[src/cqh_pkg.sv]
// cqh_pkg: shared constants, types and index packing for the color histogram
// no dependencies; compiled first
`default_nettype none

package cqh_pkg;

  localparam int INDEX_BITS = 6;
  localparam int COUNT_BITS = 24;
  localparam int NUM_BINS   = 1 << INDEX_BITS;
  localparam int NB_W       = 3;     // width of a used-index-bit count
  localparam int CFG_IDX_W  = 2;
  localparam int CFG_DATA_W = 8;

  localparam logic [COUNT_BITS-1:0] COUNT_MAX = {COUNT_BITS{1'b1}};

  typedef enum logic [CFG_IDX_W-1:0] {
    REG_BITS_KEPT  = 2'd0,
    REG_COLOR_MODE = 2'd1
  } cfg_reg_t;

  typedef enum logic [1:0] {
    ST_PIX,
    ST_DRAIN,
    ST_RD,
    ST_LOAD
  } cqh_state_t;

  typedef struct packed {
    logic pix_en;    // pixel channel open
    logic emit_rd;   // read side addressed by the emit pointer
    logic out_load;  // load output register, step pointer
  } cqh_cmd_t;

  typedef struct packed {
    logic last_acc;  // last pixel accepted this cycle
    logic out_free;  // output register can take a word
    logic emit_last; // emit pointer sits on the final bin in use
  } cqh_stat_t;

  // bits kept per component after limiting to what the index can hold
  function automatic logic [1:0] eff_bits(input logic [1:0] bits_kept,
                                          input logic color_mode);
    logic [1:0] k;
    begin
      k = (bits_kept == 2'd0) ? 2'd1 : bits_kept;
      if (color_mode && k > 2'd2) k = 2'd2;
      eff_bits = k;
    end
  endfunction

  // total number of index bits in use
  function automatic logic [NB_W-1:0] used_bits(input logic [1:0] bits_kept,
                                                input logic color_mode);
    logic [1:0] k;
    begin
      k = eff_bits(bits_kept, color_mode);
      if (color_mode) used_bits = (k == 2'd2) ? NB_W'(6) : NB_W'(3);
      else            used_bits = NB_W'(k);
    end
  endfunction

  // red high, then green, then blue; gray uses the first component only
  function automatic logic [INDEX_BITS-1:0] pack_index(input logic [7:0] r,
                                                       input logic [7:0] g,
                                                       input logic [7:0] b,
                                                       input logic [1:0] bits_kept,
                                                       input logic color_mode);
    logic [1:0] k;
    begin
      k = eff_bits(bits_kept, color_mode);
      if (color_mode) begin
        if (k == 2'd2) pack_index = INDEX_BITS'({r[7:6], g[7:6], b[7:6]});
        else           pack_index = INDEX_BITS'({r[7], g[7], b[7]});
      end else begin
        case (k)
          2'd2:    pack_index = INDEX_BITS'(r[7:6]);
          2'd3:    pack_index = INDEX_BITS'(r[7:5]);
          default: pack_index = INDEX_BITS'(r[7]);
        endcase
      end
    end
  endfunction

endpackage

`default_nettype wire

[src/cqh_ctrl.sv]
// cqh_ctrl: state machine sequencing pixel counting and histogram readout
// uses cqh_pkg command and status types
`default_nettype none

module cqh_ctrl
  import cqh_pkg::*;
(
  input  wire logic      clk,
  input  wire logic      rst_n,
  input  wire cqh_stat_t stat,
  output cqh_cmd_t       cmd
);

  cqh_state_t state_r, state_nxt;

  always_ff @(posedge clk) begin
    if (!rst_n) state_r <= ST_PIX;
    else        state_r <= state_nxt;
  end

  always_comb begin
    state_nxt = state_r;
    cmd       = '0;
    case (state_r)
      ST_PIX: begin
        cmd.pix_en = 1'b1;
        if (stat.last_acc) state_nxt = ST_DRAIN;
      end
      // let the last pixel's write land before reading back
      ST_DRAIN: state_nxt = ST_RD;
      ST_RD: begin
        cmd.emit_rd = 1'b1;
        state_nxt   = ST_LOAD;
      end
      ST_LOAD: begin
        cmd.emit_rd = 1'b1;
        if (stat.out_free) begin
          cmd.out_load = 1'b1;
          state_nxt    = stat.emit_last ? ST_PIX : ST_RD;
        end
      end
      default: state_nxt = ST_PIX;
    endcase
  end

endmodule

`default_nettype wire

[config.mk]
export PLATFORM = sky130hd
export DESIGN_NAME = cqh_ctrl
export DESIGN_NICKNAME = d
export VERILOG_FILES = /design/src/cqh_pkg.sv /design/src/cqh_ctrl.sv
export SDC_FILE = /design/constraint.sdc
export NUM_CORES = 1
export LEC_CHECK = 0
export BUFFER_PORTS_ARGS = -buffer_cell sky130_fd_sc_hd__buf_2
export CORE_AREA = 2 2 39 41
export DETAILED_ROUTE_END_ITERATION = 10
export DIE_AREA = 0 0 41 43
export SLEW_MARGIN = 20
export SYNTH_ARGS = -nofsm -noshare
export SYNTH_HDL_FRONTEND = slang
export SYNTH_SLANG_ARGS = --single-unit
export TNS_END_PERCENT = 100
[constraint.sdc]
create_clock -name clk -period 1.2 [get_ports clk]
set_input_delay 0.24 -clock clk [delete_from_list [all_inputs] [get_ports clk]]
set_output_delay 0.24 -clock clk [all_outputs]
set_load 0.03 [all_outputs]
# Word-level counts from Yosys, hierarchy flattened
# Index checks and enable logic that the tools add are counted.
# totals
ramBits	0
ff_bits	2
word_cells	17
mem_count	0
romBits	0
latch_bits	0
inputBits	5
out_inout_bits	3
# op_classes
magnitude_cmp	0
eq_ne	5
shift	0
add_sub_neg	0
bitwise	0
n_mul	0
div_mod_pow	0
n_mux	8
n_reduce_logical	3
# op_table
op	n
one-hot mux 2 bit (4 select lines)	1
2-to-1 mux 2 bit	3
== test 2 bit, second input constant	2
2-to-1 mux 1 bit	4
!= test 2 bit, second input constant	2
== test 2 x 1 -> 1 bit, second input constant	1
zero test 2 bit	1
AND reduction 2 bit	1
OR reduction 2 bit	1

# Depth between registers and ports, before layout
# Gate-level depths: netlist of the first run.
# logic_depth
ltp_word	3
depth_mapped	2
ltp_nobuf	2

# Worst setup path before layout of the first run
# OpenSTA, ideal clock, no wires.
# synth_path
path_type	reg-to-output
startpoint	register state_r[1]
endpoint	output port cmd[2] (netlist bit)
t_required_ns	0.960
setup_slack_ns	0.224
path_stages_with_launch	2
arrival_time_ns	0.736
n_path_buf	0
cell_sequence	dfxtp_1 > nor2_1
# synth_rtl
item	line_no	rtl
from (decl)	cqh_ctrl.sv:14	cqh_state_t state_r, state_nxt;
from (signal assigned)	cqh_ctrl.sv:18	else state_r <= state_nxt;
to (decl)	cqh_ctrl.sv:11	output cqh_cmd_t cmd

==> out/results.ini, run 1 <==
[cts]
root_buffer=clkbuf_4
cts_made_buffers=3
clockBufferDepth=2
cts.clk_slew.worst_paths_ns=0.03
cts_tree=built
htree_levels=1
clk_latency_ns=0.22
cts_setup_buffers=0
ctsHoldBuffers=0
clock_sinks=2

[setup_path]
cp-end-kind=primary output
cp_max_fo=6
r2r_slack_ns=0.48
r2r-start=state_r[1]
critPathMaxStageDelay_ns=0.35
r2r_cells=2
worstReg2RegEnd=state_r[1]
crit_required_ns=0.96
startpoint_type=register
critPathArrivalTime_ns=0.90
path_class=register to primary output
cp_slowest_cell=dfxtp_2
worstPathCellList=and3_4, buf_6

[drt]
top_layer=met3
wire_per_inst_um=7.03
wl_met2_um=73
vias=102
routed_wl_um=246
dr_wl_met3_um=50
postRouteAntennaNets=0
drtPass1Iterations=1
drt_first_iter_violations=0
drc=0
via_per_inst=2.91
wl_met1_um=121

[timing]
relSlewSlack_pct=86.6
fmax_ghz=0.876
skew_ns=0.000635
final-setup-viol-count=0
tns_ns=0
final-max-slew-violation-count=0
period_needed_ns=1.14
layout_worst_path_cycle_share_pct=95.1
worst_pin_slew_ns=0.199
hold_viol=0
grt_setup_unrepaired=no

[die]
core-area_mm2=0.00138
io_pins=8
die_y_um=43
dieArea_mm2=0.00176
start_util_pct=6.78
die_x_um=41
rows=14

[power]
power_frac_comb_pct=18.4
leakage_nw=0.0769
seq_power_share_pct=29.5
intPower_mw=0.206
clockPowerShare_pct=52.1
power.switching_mw=0.0743
switching_share_pct=26.5
power.density_mw_per_mm2=1590
vdd_drop_max_uv=167

[yosys]
yosysSeqAreaShare_pct=42.7
synth_edf_count=0
synth_cell_types=9
synthCells=10
synthTopCellsByArea=dfxtp_1 43%, and3_4 12%, a21oi_2 9.3%
synth_area_um2=93.8
ys_ff_latch=2
post-synth-top-area-fraction_pct=42.7
async_reset_ff_share_pct=0
synth_top_cell_by_area=dfxtp_1
avgSynthCellArea_um2=9.38
synth_nets=15
yosys_warnings=0
synth_most_common_cell=dfxtp_1
synthFlopType=dfxtp_1

[run_status]
status=finished clean

[place]
gp_congestion=0.436
placed_area_um2=145
io_buffers=7
place_hpwl_um=186

[layout]
drive_above_1_share_pct=73.7
seq_area_um2=42.5
top_register=state_r
fill_cells=164
area_delta_synth_final_pct=88.0
nNetsFinal=26
top_regs=state_r x2
multi_input_area_um2=50.0
finalInstanceArea_um2=176
largest_reg_flops=2
diodes=0

[global_route]
first_global_vias=86
grt_max_degree=7
grt_pass1_wl_um=358
antenna_found_initial=0
grt_usage_pct=4.21
grt_overflow=0

[hold_path]
min_to=state_r[1]
holdPathStages=2
hp-class=input port to register
min-delay-start=stat[0]

[run]
cap_violations=0

[metrics by stage]
stage	power (mW)	hold slack, ns	util (%)	worst slack [ns]	instances
after global routing	0.312	0.185	12.7	0.00526	35
after CTS	0.291	0.186	12.4	0.0212	35
after detailed placement	0.133	0.431	10.5	0.167	32
after floorplan	0.116	0.319	-	0.224	10
after global placement	0.132	0.426	10.5	0.192	32
final	0.281	0.191	12.7	0.0583	35
[metal layers]
metal | global-route usage, % | vias up
met5 | 0 | -
met4 | 4.00 | 0
met3 | 7.85 | 0
met2 | 2.19 | 8
met1 | 4.47 | 41
li1 | - | 53
[cells by family after synthesis]
group	share of synthesized area (%)
DFF	42.7
AOI/OAI and AO/OA	30.7
and+or+nand+nor	22.7
buffers and inverters	4.00
[power by group through the flow]
stage / clock (mW) / sequential, mW / combinational (mW)
2_1_floorplan: 0 / 0.0806 / 0.0355
3_3_place_gp: 0 / 0.0814 / 0.0509
3_5_place_dp: 0 / 0.0822 / 0.0510
4_1_cts: 0.157 / 0.0821 / 0.0516
5_1_grt: 0.172 / 0.0844 / 0.0559
6_report: 0.146 / 0.0828 / 0.0517
[layout by cell type (no fill, tap or decap), drive strengths merged]
master and instances:
clkbuf 3, and3 1, nand2b 1, nor2 1, dfxtp 2, a21oi 1, o21bai 1, o21ai 1
a21boi 1, buf 7
[layout make-up]
class,instances,share of cell area (%)
tap,16,11.3
multi-input combinational,7,28.4
clock buffer,3,12.8
timing repair buffer,7,23.4
sequential,2,24.1
[critical path, delay by kind of cell, from the launching register on]
kind,cells,cell delay [ns]
buf+inv,1,0.13
flops,1,0.35
simple gates,1,0.20
[worst max-delay path by stage]
stage	start	to	slack, ns	cells after the start
floorplan	state_r[1]	cmd[2]	0.22	1
global placement	state_r[1]	cmd[0]	0.19	2
detailed placement	state_r[1]	cmd[0]	0.17	2
CTS	state_r[1]	cmd[0]	0.02	2
global route	state_r[1]	cmd[0]	0.005	2
finish	state_r[1]	cmd[0]	0.06	2
[what timing repair did]
action,CTS,global route
pin swaps,0,0
setup endpoints to repair,1,1
resized for setup,2,2
cloned,0,0
(Power assumes the default switching activity.)
==> run 2, diff against run 1 <==
--- a/config.mk
+++ b/config.mk
@@ -9,6 +9,7 @@
 export CORE_AREA = 2 2 39 41
 export DETAILED_ROUTE_END_ITERATION = 10
 export DIE_AREA = 0 0 41 43
+export SETUP_SLACK_MARGIN = 0.15
 export SLEW_MARGIN = 20
 export SYNTH_ARGS = -nofsm -noshare
 export SYNTH_HDL_FRONTEND = slang
==> run 2 against run 1 <==
Sequential cell count unchanged. Largest power group unchanged. Non-clock buffer count grew 3. Hold slack hardly changed. Final cell count grew 8.6%. Clock skew about the same.
==> out/results.ini, run 2 (synthesis results as in run 1) <==
[cts]
cts_tree=built
cts.clk_slew.worst_paths_ns=0.03
ctsHoldBuffers=0
clk_latency_ns=0.22
clockBufferDepth=2
cts_made_buffers=3
htree_levels=1
root_buffer=clkbuf_4
clock_sinks=2

[setup_path]
cp_slowest_cell=dfxtp_2
path_class=register to primary output
crit_required_ns=0.96
critPathBufInv=1
cp_max_fo=4
critPathMaxStageDelay_ns=0.34
path_delay_family=flip-flops
cp-end-kind=primary output
startpoint_type=register
worstPathCellList=and3_4, buf_6
critPathArrivalTime_ns=0.87

[place]
placed_area_um2=145
io_buffers=7
gp_congestion=0.436
place_hpwl_um=186

[run_status]
status=finished clean

[power]
intPower_mw=0.218
leakage_nw=0.0938
clockPowerShare_pct=49.5
switching_share_pct=26.2
power.density_mw_per_mm2=1470
power.switching_mw=0.0775
seq_power_share_pct=27.8
power_frac_comb_pct=22.6
vdd_drop_max_uv=177

[drt]
postRouteAntennaNets=0
drt_first_iter_violations=0
drtPass1Iterations=1
drc=0
wire_per_inst_um=7.58
via_per_inst=3.00
routed_wl_um=288
vias=114

[timing]
grt_setup_unrepaired=yes
worst_pin_slew_ns=0.199
final-max-slew-violation-count=0
final-setup-viol-count=0
skew_ns=0.000635
finalHoldWorstSlack_ns=0.191
relSlewSlack_pct=86.6
fmax_ghz=0.900
tns_ns=0
period_needed_ns=1.11
hold_viol=0
layout_worst_path_cycle_share_pct=92.6

[layout]
diodes=0
mostFrequentLayoutCell=buf_2
area_delta_synth_final_pct=115
largest_reg_flops=2
finalInstanceArea_um2=201
final_cell_mix=5 x buf_2, 4 x buf_4, 3 x clkbuf_4
nNetsFinal=29
top_regs=state_r x2
top_register=state_r
drive_above_1_share_pct=77.3

[global_route]
grt_pass1_wl_um=407
grt_overflow=0
grt_max_degree=5
antenna_found_initial=0
grt_usage_pct=4.61
first_global_vias=106

[die]
rows=14
die_x_um=41
core-area_mm2=0.00138
start_util_pct=6.78
die_y_um=43
dieArea_mm2=0.00176
io_pins=8

[hold_path]
hp-class=input port to register

[run]
cap_violations=0

==> run 2: changes by cell type in the layout (fill, tap and decap cells not counted), sizes merged <==
cell,delta
buf,+3
==> run 2: final timing paths <==
path / startpoint / end / slack [ns] / cells past startpoint
max: state_r[1] / cmd[0] / 0.09 / 2
min: stat[0] / state_r[1] / 0.19 / 2
max reg2reg: state_r[1] / state_r[1] / 0.28 / 4
min reg2reg: state_r[0] / state_r[0] / 0.56 / 2
==> run 2: power groups by stage <==
stage	logic, mW	registers, mW	clock network, mW
2_1_floorplan	0.0355	0.0806	0
3_3_place_gp	0.0509	0.0814	0
3_5_place_dp	0.0510	0.0822	0
4_1_cts	0.0673	0.0813	0.157
5_1_grt	0.0718	0.0829	0.172
6_report	0.0669	0.0822	0.146
==> run 2: routing by layer <==
| layer | track usage (%) | wire, µm | vias to the layer above | share of wire [%] |
|---|---|---|---|---|
| met5 | 0 | 0 | - | 0 |
| met1 | 4.15 | 135 | 47 | 47 |
| met4 | 4.00 | 0 | 0 | 0 |
| li1 | - | - | 59 | - |
| met3 | 7.85 | 52 | 0 | 18 |
| met2 | 3.75 | 100 | 8 | 35 |
==> run 2: worst register-to-register path: cells and delay by family, from the launching register on <==
| kind | cells | cell delay [ns] |
|---|---|---|
| AO/OA/AOI/OAI | 2 | 0.22 |
| flip-flops | 1 | 0.32 |
| buffers and inverters | 2 | 0.25 |
==> run 2: area by class of cell <==
cell class | count | area (µm²)
fillers | 161 | 1180
repair buffers | 10 | 66.3
multi-input cells | 7 | 50.0
flip-flops and latches | 2 | 42.5
clock buffers | 3 | 22.5
well taps | 16 | 20.0
==> run 2: metrics by stage <==
step | setup WS [ns] | power, mW | std cells | utilization (%)
final | 0.0885 | 0.295 | 38 | 14.6
after detailed placement | 0.167 | 0.133 | 32 | 10.5
after CTS | 0.0860 | 0.306 | 38 | 14.6
after global routing | 0.0422 | 0.327 | 38 | 14.6
after global placement | 0.192 | 0.132 | 32 | 10.5
after floorplan | 0.224 | 0.116 | 10 | -
==> run 2: what timing repair did <==
action | in CTS | in global routing
pin swaps | 2 | 1
resized for setup | 5 | 0
setup endpoints to repair | 3 | 2
buffers inserted | 3 | 0
==> run 3, diff against run 2 <==
--- a/config.mk
+++ b/config.mk
@@ -5,10 +5,10 @@
 export SDC_FILE = /design/constraint.sdc
 export NUM_CORES = 1
 export LEC_CHECK = 0
-export BUFFER_PORTS_ARGS = -buffer_cell sky130_fd_sc_hd__buf_2
 export CORE_AREA = 2 2 39 41
 export DETAILED_ROUTE_END_ITERATION = 10
 export DIE_AREA = 0 0 41 43
+export DONT_BUFFER_PORTS = 1
 export SETUP_SLACK_MARGIN = 0.15
 export SLEW_MARGIN = 20
 export SYNTH_ARGS = -nofsm -noshare
==> run 3 against run 2 <==
First-iteration DRC count increased by 3. Register-to-register slack better by 0.12 ns. Sequential power is essentially flat. Cell area is 24% lower. Largest cell class is now multi-input gates. Largest power group unchanged.
==> out/results.ini, run 3 (synthesis results as in run 1) <==
[die]
core-area_mm2=0.00138
rows=14
start_util_pct=6.78
dieArea_mm2=0.00176
io_pins=8
die_x_um=41
die_y_um=43

[drt]
drtPass1Iterations=4
routed_wl_um=249
drt_first_iter_violations=3
drc=0
wire_per_inst_um=8.30
via_per_inst=3.37
vias=101
postRouteAntennaNets=0

[setup_path]
cp_max_fo=6
crit_required_ns=0.96
startpoint_type=register
critPathBufInv=0
worstPathCellList=and3_4
path_class=register to primary output
critPathArrivalTime_ns=0.84
critPathMaxStageDelay_ns=0.35
cp_slowest_cell=dfxtp_4
cp-end-kind=primary output
path_delay_family=flip-flops

[layout]
drive_above_1_share_pct=64.3
top_regs=state_r x2
top_register=state_r
final_cell_mix=3 x clkbuf_4, 2 x buf_4
finish.utilization_pct=11.0
finalInstanceArea_um2=153
area_delta_synth_final_pct=62.7
nNetsFinal=21
mostFrequentLayoutCell=clkbuf_4
largest_reg_flops=2
diodes=0

[power]
intPower_mw=0.205
power_frac_comb_pct=17.2
switching_share_pct=26.7
power.density_mw_per_mm2=1830
leakage_nw=0.0566
vdd_drop_max_uv=178
seq_power_share_pct=29.4
power.total_mw=0.280
clockPowerShare_pct=53.3
power.switching_mw=0.0746

[cts]
cts.clk_slew.worst_paths_ns=0.03
ctsHoldBuffers=0
cts_made_buffers=3
cts_setup_buffers=0
clk_latency_ns=0.22
clockBufferDepth=2
root_buffer=clkbuf_4
cts_tree=built
htree_levels=1
clock_sinks=2

[global_route]
grt.met3_usage_pct=7.33
met2_usage_pct=2.81
grt_usage_pct=3.91
antenna_found_initial=0
grt_max_degree=7
grt_pass1_wl_um=303
grt_overflow=0
busiest_layer=met3
first_global_vias=88
grtUsageMet1_pct=2.24

[run]
cap_violations=0

[timing]
hold_viol=0
final-setup-viol-count=0
fmax_ghz=0.929
worst_pin_slew_ns=0.262
final-max-slew-violation-count=0
finalHoldWorstSlack_ns=0.0852
tns_ns=0
relSlewSlack_pct=82.3
layout_worst_path_cycle_share_pct=89.7
skew_ns=0.000266
period_needed_ns=1.08
grt_setup_unrepaired=yes

[place]
gp_congestion=0.444
placed_area_um2=125
io_buffers=0

[hold_path]
hp-class=input port to register

[run_status]
status=finished clean

## run 3: layout make-up
class | count | area [µm²]
Clock buffer | 3 | 22.5
Fill cell | 157 | 1230
Multi-Input combinational cell | 7 | 50.0
Sequential cell | 2 | 45.0
Tap cell | 16 | 20.0
Timing Repair Buffer | 2 | 15.0
## run 3: final timing paths
check | from | end | slack, ns | cells after the start
worst min-delay path | stat[0] | state_r[1] | 0.09 | 1
worst max-delay path | state_r[1] | cmd[0] | 0.12 | 1
worst max register to register | state_r[1] | state_r[1] | 0.40 | 2
worst min register to register | state_r[1] | state_r[0] | 0.52 | 2
## run 3: what timing repair did
| action | in CTS | in global routing |
|---|---|---|
| resized for setup | 1 | 2 |
| setup endpoints to repair | 3 | 2 |
| pin swaps | 2 | 2 |
| gates cloned | 0 | 0 |
## run 3: through the flow
| step | setup slack, ns | std cells |
|---|---|---|
| 2_1_floorplan | 0.224 | 10 |
| 3_3_place_gp | 0.297 | 27 |
| 3_5_place_dp | 0.295 | 27 |
| 4_1_cts | 0.108 | 30 |
| 5_1_grt | 0.0883 | 30 |
| 6_report | 0.124 | 30 |
## run 3: power groups by stage
| stage | Sequential [mW] | Clock (mW) | Combinational, mW |
|---|---|---|---|
| floorplan | 0.0806 | 0 | 0.0355 |
| global placement | 0.0818 | 0 | 0.0477 |
| detailed placement | 0.0821 | 0 | 0.0481 |
| CTS | 0.0820 | 0.159 | 0.0482 |
| global route | 0.0834 | 0.168 | 0.0516 |
| finish | 0.0823 | 0.149 | 0.0482 |
## run 3: per-layer routing
layer	wire, µm	share of wire, %
met5	0	0
met4	0	0
met3	85	34
met2	91	37
met1	71	29
